$ cat config.mk
export PLATFORM = sky130hd
export DESIGN_NAME = gre_protocol_type_rewriter_unit
export DESIGN_NICKNAME = d
export VERILOG_FILES = /design/src/design/gre_rw_pkg.sv /design/src/design/gre_protocol_type_rewriter_unit.sv /design/src/design/gre_rw_parse.sv
export SDC_FILE = /design/constraint.sdc
export NUM_CORES = 1
export LEC_CHECK = 0
export BUFFER_PORTS_ARGS = -buffer_cell sky130_fd_sc_hd__buf_4
export CORE_UTILIZATION = 52
export CTS_CLUSTER_SIZE = 8
export DETAILED_ROUTE_END_ITERATION = 10
export PLACE_DENSITY = 0.86
export SKIP_LAST_GASP = 1
export SYNTH_ARGS = -nofsm -noshare
export SYNTH_HDL_FRONTEND = slang
export SYNTH_SLANG_ARGS = --single-unit
$ cat constraint.sdc
create_clock -name aclk -period 3.9 [get_ports aclk]
set_clock_uncertainty 0.15 [all_clocks]
set_input_delay 0.39 -clock aclk [delete_from_list [all_inputs] [get_ports aclk]]
set_output_delay 0.39 -clock aclk [all_outputs]
set_load 0.005 [all_outputs]
$ cat src/design/gre_rw_pkg.sv
// Package: shared types, frame-layout and register-file constants for the GRE type rewriter.
package gre_rw_pkg;

    // Frame layout
    localparam logic [7:0] TYPE_POS        = 8'd12;   // first EtherType byte
    localparam logic [7:0] TAG_HI          = 8'h81;   // 802.1Q TPID high byte
    localparam logic [7:0] TAG_LO          = 8'h00;   // 802.1Q TPID low byte
    localparam logic [7:0] UNTAGGED_IPV4   = 8'd14;
    localparam logic [7:0] TAG_BYTES       = 8'd4;
    localparam logic [7:0] PROTO_OFFSET    = 8'd9;
    localparam logic [7:0] PROTO_GRE       = 8'd47;
    localparam logic [3:0] IHL_MASK        = 4'hF;
    localparam logic [3:0] MIN_IHL         = 4'd5;
    localparam logic [7:0] GRE_TYPE_OFFSET = 8'd2;

    // Register file
    localparam logic [15:0] RESET_TYPE     = 16'h6558;
    localparam logic        REG_REPL_TYPE  = 1'b0;    // register index, paddr[2]

    // One result item, handed from the parser to the output register
    typedef struct packed {
        logic [7:0] data;
        logic       last;
        logic       rewritten;
    } gre_rw_result_t;

endpackage

$ cat src/design/gre_protocol_type_rewriter_unit.sv
// Top level: GRE protocol-type rewriter with APB register port and stream channels.
// Result: an accepted input item is registered and appears on m_tdata in the next cycle.
// Throughput: one item per cycle; s_tready stays high while the output register
//   is empty or being drained in the same cycle.
// Reset (aresetn low, synchronous): frame state cleared, output register emptied,
//   replacement type returns to 0x6558.
module gre_protocol_type_rewriter_unit #(
    parameter int MAX_FRAME_BYTES = 16384
) (
    input  logic        aclk,
    input  logic        aresetn,
    // input stream
    input  logic        s_tvalid,
    output logic        s_tready,
    input  logic [7:0]  s_tdata,   // [7:0] data_byte
    input  logic        s_tlast,   // last_byte
    // result stream
    output logic        m_tvalid,
    input  logic        m_tready,
    output logic [7:0]  m_tdata,   // [7:0] out_byte
    output logic        m_tlast,   // out_last
    output logic [0:0]  m_tuser,   // [0] was_rewritten
    // configuration
    input  logic        psel,
    input  logic        penable,
    input  logic        pwrite,
    input  logic [2:0]  paddr,
    input  logic [31:0] pwdata,
    output logic [31:0] prdata,
    output logic        pready
);
    import gre_rw_pkg::*;

    logic           in_accept;
    logic           cfg_write;
    logic [15:0]    repl_type_reg;
    gre_rw_result_t result;
    gre_rw_result_t out_reg;
    logic           m_valid_reg;

    // --- register port: single register at byte address 0 ---
    assign pready    = 1'b1;
    assign cfg_write = psel && penable && pwrite && pready && (paddr[2] == REG_REPL_TYPE);
    assign prdata    = (paddr[2] == REG_REPL_TYPE) ? {16'd0, repl_type_reg} : 32'd0;

    always_ff @(posedge aclk) begin
        if (!aresetn) begin
            repl_type_reg <= RESET_TYPE;
        end else if (cfg_write) begin
            repl_type_reg <= pwdata[15:0];
        end
    end

    // --- input side: accept whenever the output slot is free or draining ---
    assign s_tready  = !m_valid_reg || m_tready;
    assign in_accept = s_tvalid && s_tready;

    gre_rw_parse #(
        .MAX_FRAME_BYTES(MAX_FRAME_BYTES)
    ) u_parse (
        .aclk      (aclk),
        .aresetn   (aresetn),
        .in_accept (in_accept),
        .in_byte   (s_tdata),
        .in_last   (s_tlast),
        .repl_type (repl_type_reg),
        .result    (result)
    );

    // --- output register ---
    always_ff @(posedge aclk) begin
        if (!aresetn) begin
            m_valid_reg <= 1'b0;
        end else if (in_accept) begin
            m_valid_reg <= 1'b1;
        end else if (m_tready) begin
            m_valid_reg <= 1'b0;
        end
    end

    // payload needs no reset; loaded on every accepted item
    always_ff @(posedge aclk) begin
        if (in_accept) begin
            out_reg <= result;
        end
    end

    assign m_tvalid   = m_valid_reg;
    assign m_tdata    = out_reg.data;
    assign m_tlast    = out_reg.last;
    assign m_tuser[0] = out_reg.rewritten;

    // --- checks ---
    // a rewritten item carries one of the two replacement bytes
    a_rewrite_value: assert property (@(posedge aclk) disable iff (!aresetn)
        m_valid_reg && out_reg.rewritten |->
            (out_reg.data == repl_type_reg[15:8]) || (out_reg.data == repl_type_reg[7:0]))
        else $error("rewritten item does not hold a replacement byte");

    // backpressure only while a result is held
    a_ready_stall: assert property (@(posedge aclk) disable iff (!aresetn)
        !s_tready |-> m_valid_reg)
        else $error("input stalled with empty output register");

    // an accepted final byte shows up as a final result item next cycle
    a_last_forward: assert property (@(posedge aclk) disable iff (!aresetn)
        in_accept && s_tlast |=> m_valid_reg && out_reg.last)
        else $error("final item not forwarded");

endmodule

$ cat src/design/gre_rw_parse.sv
// Frame parser: tracks byte position, tag/IHL/protocol, and builds each result item.
module gre_rw_parse #(
    parameter int MAX_FRAME_BYTES = 16384
) (
    input  logic                       aclk,
    input  logic                       aresetn,
    input  logic                       in_accept,
    input  logic [7:0]                 in_byte,
    input  logic                       in_last,
    input  logic [15:0]                repl_type,
    output gre_rw_pkg::gre_rw_result_t result
);
    import gre_rw_pkg::*;

    localparam int PW = $clog2(MAX_FRAME_BYTES);
    localparam int CW = (PW > 8) ? PW : 8;

    logic [PW-1:0] pos_reg, pos_next;
    logic [7:0]    type_hi_reg, type_hi_next;
    logic          vlan_reg, vlan_next;
    logic [3:0]    ihl_reg, ihl_next;
    logic          gre_reg, gre_next;

    logic [CW-1:0] pos_w, ip_w, proto_w, g_w;
    logic          in_range;
    logic          hit_hi, hit_lo;

    assign pos_w    = CW'(pos_reg);
    assign in_range = (pos_reg != PW'(MAX_FRAME_BYTES - 1));
    assign ip_w     = CW'(UNTAGGED_IPV4) + (vlan_reg ? CW'(TAG_BYTES) : '0);
    assign proto_w  = ip_w + CW'(PROTO_OFFSET);
    assign g_w      = ip_w + CW'({ihl_reg, 2'b00}) + CW'(GRE_TYPE_OFFSET);

    always_comb begin
        hit_hi       = 1'b0;
        hit_lo       = 1'b0;
        type_hi_next = type_hi_reg;
        vlan_next    = vlan_reg;
        ihl_next     = ihl_reg;
        gre_next     = gre_reg;
        pos_next     = pos_reg;
        if (in_range) begin
            if (pos_w == CW'(TYPE_POS)) begin
                type_hi_next = in_byte;
            end else if (pos_w == CW'(TYPE_POS) + CW'(1)) begin
                vlan_next = (type_hi_reg == TAG_HI) && (in_byte == TAG_LO);
            end else if (pos_w == ip_w) begin
                ihl_next = in_byte[3:0] & IHL_MASK;
            end else if (pos_w == proto_w) begin
                gre_next = (in_byte == PROTO_GRE);
            end else if (gre_reg && (ihl_reg >= MIN_IHL)) begin
                // never start a rewrite on the final byte
                hit_hi = (pos_w == g_w) && !in_last;
                hit_lo = (pos_w == g_w + CW'(1));
            end
            pos_next = pos_reg + PW'(1);
        end
        if (in_last) begin
            type_hi_next = '0;
            vlan_next    = 1'b0;
            ihl_next     = '0;
            gre_next     = 1'b0;
            pos_next     = '0;
        end
    end

    always_comb begin
        result.data      = hit_hi ? repl_type[15:8] : (hit_lo ? repl_type[7:0] : in_byte);
        result.last      = in_last;
        result.rewritten = hit_hi || hit_lo;
    end

    always_ff @(posedge aclk) begin
        if (!aresetn) begin
            pos_reg     <= '0;
            type_hi_reg <= '0;
            vlan_reg    <= 1'b0;
            ihl_reg     <= '0;
            gre_reg     <= 1'b0;
        end else if (in_accept) begin
            pos_reg     <= pos_next;
            type_hi_reg <= type_hi_next;
            vlan_reg    <= vlan_next;
            ihl_reg     <= ihl_next;
            gre_reg     <= gre_next;
        end
    end

endmodule
# == Word level (Yosys, flattened, before mapping) ==
# Cells that the tools add are included.
# word_totals
reg_bits,55
inputBits,51
out_inout_bits,45
# op_classes
addsub,6
magnitude_cmp,1
eq_ne,12
mux,38
bitwise_logic,1
n_reduce_logical,23
# ops
op,n
14-bit == test,4
8-bit 2-to-1 mux,5
14-bit by 1-bit adder with 14-bit output (second input constant),2
14-bit by 4-bit == test with 1-bit output (second input constant),2
14-bit 2-to-1 mux,2
1-bit 2-to-1 mux,24
4-bit 2-to-1 mux,5
16-bit 2-to-1 mux,1
14-bit by 2-bit adder with 14-bit output (second input constant),1
14-bit by 4-bit adder with 14-bit output (second input constant),1
14-bit by 6-bit adder with 14-bit output,1
4-bit by 14-bit adder with 14-bit output (first input constant),1
14-bit inequality test (second input constant),1
2-bit nonzero test,6
8-bit by 6-bit == test with 1-bit output (second input constant),1
8-bit == test (second input constant),1
8-bit zero test,1
1-bit logical AND,7
2-bit inequality test (second input constant),3
6-bit AND reduction,1
5-bit AND reduction,1
4-bit by 3-bit greater-or-equal comparator with 1-bit output (second input constant),1
4-bit AND reduction,1
3-bit 2-to-1 mux,1
5 further kinds,7

# == Depth between registers and ports, before layout ==
# depth
depth_word,14
mapped_depth,11
depth_no_buf,10

# == Cells and area by module ==
# Synthesis repeated with hierarchy kept, for this count alone.
# unflattened
hier_cells,375
area_unflattened_um2,3305.7
# modules_own_cells
mod,instances,cells_per_inst,area_each_um2
gre_rw_parse,1,254,2019.4
gre_protocol_type_rewriter_unit,1,121,1286.2

# == Worst setup path after synthesis ==
# OpenSTA, ideal clock, no wires.
# synth_timing
kind,reg2reg
startpoint,reg u_parse.vlan_reg
endpoint,"reg out_reg (netlist bit m_tdata[6]), data pin"
arrival_ns,2.753
required_time_ns,3.491
path_slack_ns,0.738
path_stages_with_launch,12
path_buffers,2
cell_sequence,dfxtp_1 -> buf_6 -> inv_1 -> ha_1 -> ha_1 -> fa_1 -> xor2_1 -> nor4_2 -> o2111ai_1 -> or4_1 -> buf_6 -> o2bb2ai_2
# synth_lines
element,line,source
"start, declared",gre_rw_parse.sv:20,"logic vlan_reg, vlan_next;"
"start signal, assigned",gre_rw_parse.sv:83,vlan_reg <= vlan_next;
"end signal, assigned",gre_protocol_type_rewriter_unit.sv:84,out_reg <= result;
"end, declared",gre_protocol_type_rewriter_unit.sv:38,gre_rw_result_t out_reg;

==> flow_metrics.tcl <==
set metrics [dict create \
    clock.fmax_mhz 288.9 \
    grt_pass1_vias 2495 \
    worst_setup_path_start_kind "flop" \
    post_cts.repair.setup_buffers 0 \
    ys_async_sr_fraction 0 \
    final_cell_mix "62 x buf_4, 45 x dfxtp_1, 44 x nand2_1" \
    tightest_slew_ps 788.0 \
    finalSetupTns_ps 0 \
    critPathKind "reg2reg" \
    wirelength_um 7327 \
    grt_usage 0.2414 \
    die_h_um 79.75 \
    rsz0062_at_grt "false" \
    critPathArrivalTime_ps 3370 \
    seq_area_frac_synth 0.3822 \
    hold_class "in2reg" \
    vias 2669 \
    final_common_cell "buf_4" \
    via_per_inst 5.790 \
    ctsHoldBuffers 0 \
    fillers 488 \
    grt_max_degree 26 \
    seq_power_share 0.572 \
    cts_tree "yes" \
    power.share.clock 0.300 \
    synth-simple-area-share 0.2631 \
    gp_congestion 0.8361 \
    p_per_area_mw_per_mm2 291.4 \
    n_antenna_cell 0 \
    combPwrFrac 0.128 \
    status "complete, no violations" \
    cp.required_ps 3810 \
    root_buffer "clkbuf_8" \
    placementRows 27 \
    stdcell_count 461 \
    clock_path_buffers 2 \
    synth_top_family_by_area "simple AND/OR/NAND/NOR gates" \
    drt_iter0_markers 207 \
    cts_max_level 2 \
    stdcell_area_sq_mm 0.003606 \
    drc_errors 0 \
    pin_count 96 \
    placed_cell_area_sq_mm 0.003517 \
    fin_nets 450 \
    clk_pin_slew_ps 100 \
    synth_edf_count 10 \
    post-place-ws_ps 434.9 \
    die_area_sq_mm 0.006359 \
    antenna_found_initial 0 \
    post_cts_resized 0 \
    cp-end-kind "flop" \
    fin_ws_ps 438.5 \
    cts_sinks 55 \
    ir_worst_vdd_mv 0.2161 \
    drt_pass1_iterations 5 \
    netlist_area_sq_mm 0.003143 \
    synth_ff_type "dfxtp_1" \
    io_buffers 60 \
    synthMuxAreaShare 0.01752 \
    p_sw_frac 0.2563 \
    switchingPower_uw 269.3 \
    finalCoreUtilization 0.6354 \
    dp_cells 453 \
    insertion_delay_ps 310 \
    gr-total-overflow 0 \
    yosysWarnings 0 \
    grt_pass1_wl_um 11900 \
    core_sq_mm 0.005675 \
    min_period_ps 3461 \
    hold_viol 0 \
    start_util 0.5538 \
    synthesis.instances 340 \
    max_slew_margin 0.4722 \
    ys_ff_latch 55 \
    syn_area_per_cell_sq_um 9.244 \
    largest_reg_flops 16 \
    synth-xor-area-share 0.05573 \
    dpl.hpwl_um 5462 \
    drive_above_1_share 0.2262 \
    crit_path_max_fanout 9 \
    yosysUniqueCellTypes 53 \
    area_growth_pct 14.73 \
    drv_cap 0 \
    min_period_over_period 0.8876 \
    cts_made_buffers 5 \
    die_w_um 79.75 \
    route.detailed.wl_per_inst_um 15.89 \
    maxSlewViolCount 0 \
    synth_compound_area_frac 0.1465 \
    synthAdderAreaFrac 0.04618 \
    setup-violations-final 0 \
    power.internal_uw 781.4 \
    ant_nets 0 \
    p_leak_nw 1.413 \
]
[power by group through the flow]
stage | clock [mW] | sequential [mW] | combinational [mW]
finish | 0.315 | 0.601 | 0.135
global route | 0.343 | 0.603 | 0.147
CTS | 0.319 | 0.601 | 0.134
detailed placement | 0 | 0.614 | 0.133
global placement | 0 | 0.613 | 0.129
floorplan | 0 | 0.612 | 0.0765
[layer usage]
metal  share of wire  global-route usage  vias up
li1                -                   -     1274
met1            0.44              0.3053     1283
met2            0.49              0.4205      105
met3           0.057             0.04229        7
met4           0.012             0.06429        0
met5               0                   0        -
[worst max-delay path: stages, from the launching register on]
cell       delay (ps)
dfxtp_1           390
inv_1              70
ha_1              280
ha_1              230
fa_1              470
xor2_1            170
nor4_2            270
o2111ai_1         180
or4_1             790
o2bb2ai_2         220
[worst paths after layout]
path                    start                 to  cells after the start  slack (ps)
max          u_parse.vlan_reg         m_tdata[6]                      9         440
min                pwdata[14]  repl_type_reg[14]                      3         140
max reg2reg  u_parse.vlan_reg         m_tdata[6]                      9         440
min reg2reg   u_parse.gre_reg    u_parse.gre_reg                      2         330
[cell type report]
class | count | area [sq um] | share of cell area
well taps | 72 | 90.09 | 0.02498
clock inverters | 3 | 20.02 | 0.005552
multi-input cells | 255 | 1727 | 0.4788
inverters | 9 | 33.78 | 0.009368
flip-flops and latches | 55 | 1201 | 0.3331
clock buffers | 5 | 68.82 | 0.01908
repair buffers | 62 | 465.4 | 0.1291
[metrics by stage]
step	hold slack [ps]	total power, mW
6_report	135.9	1.051
5_1_grt	136.2	1.092
4_1_cts	134.6	1.054
3_5_place_dp	307.5	0.7469
3_3_place_gp	304.3	0.7423
2_1_floorplan	288.5	0.6883
[cells in the mapped netlist (all sizes together) (9+ instances only)]
| master | instances | area, sq um |
|---|---|---|
| a22o | 12 | 105.1 |
| nor2 | 20 | 75.07 |
| xnor2 | 16 | 140.1 |
| dfxtp | 45 | 900.9 |
| nor4 | 13 | 106.4 |
| nand2 | 44 | 165.2 |
| edfxtp | 10 | 300.3 |
| a21boi | 11 | 82.58 |
| clkbuf | 11 | 43.79 |
| nand3 | 20 | 100.1 |
| nor2b | 19 | 118.9 |
| inv | 9 | 33.78 |
| ha | 10 | 125.1 |
| buf | 25 | 193.9 |
[logic make-up after synthesis]
logic type                 Yosys count
AOI/OAI and AO/OA                   50
adders and majority gates           11
xor gates and xnor gates            20
muxes                                5
other                                2
DFF                                 55
buffers and inverters               45
and+or+nand+nor                    152
Power figures use the tool's default switching activity.
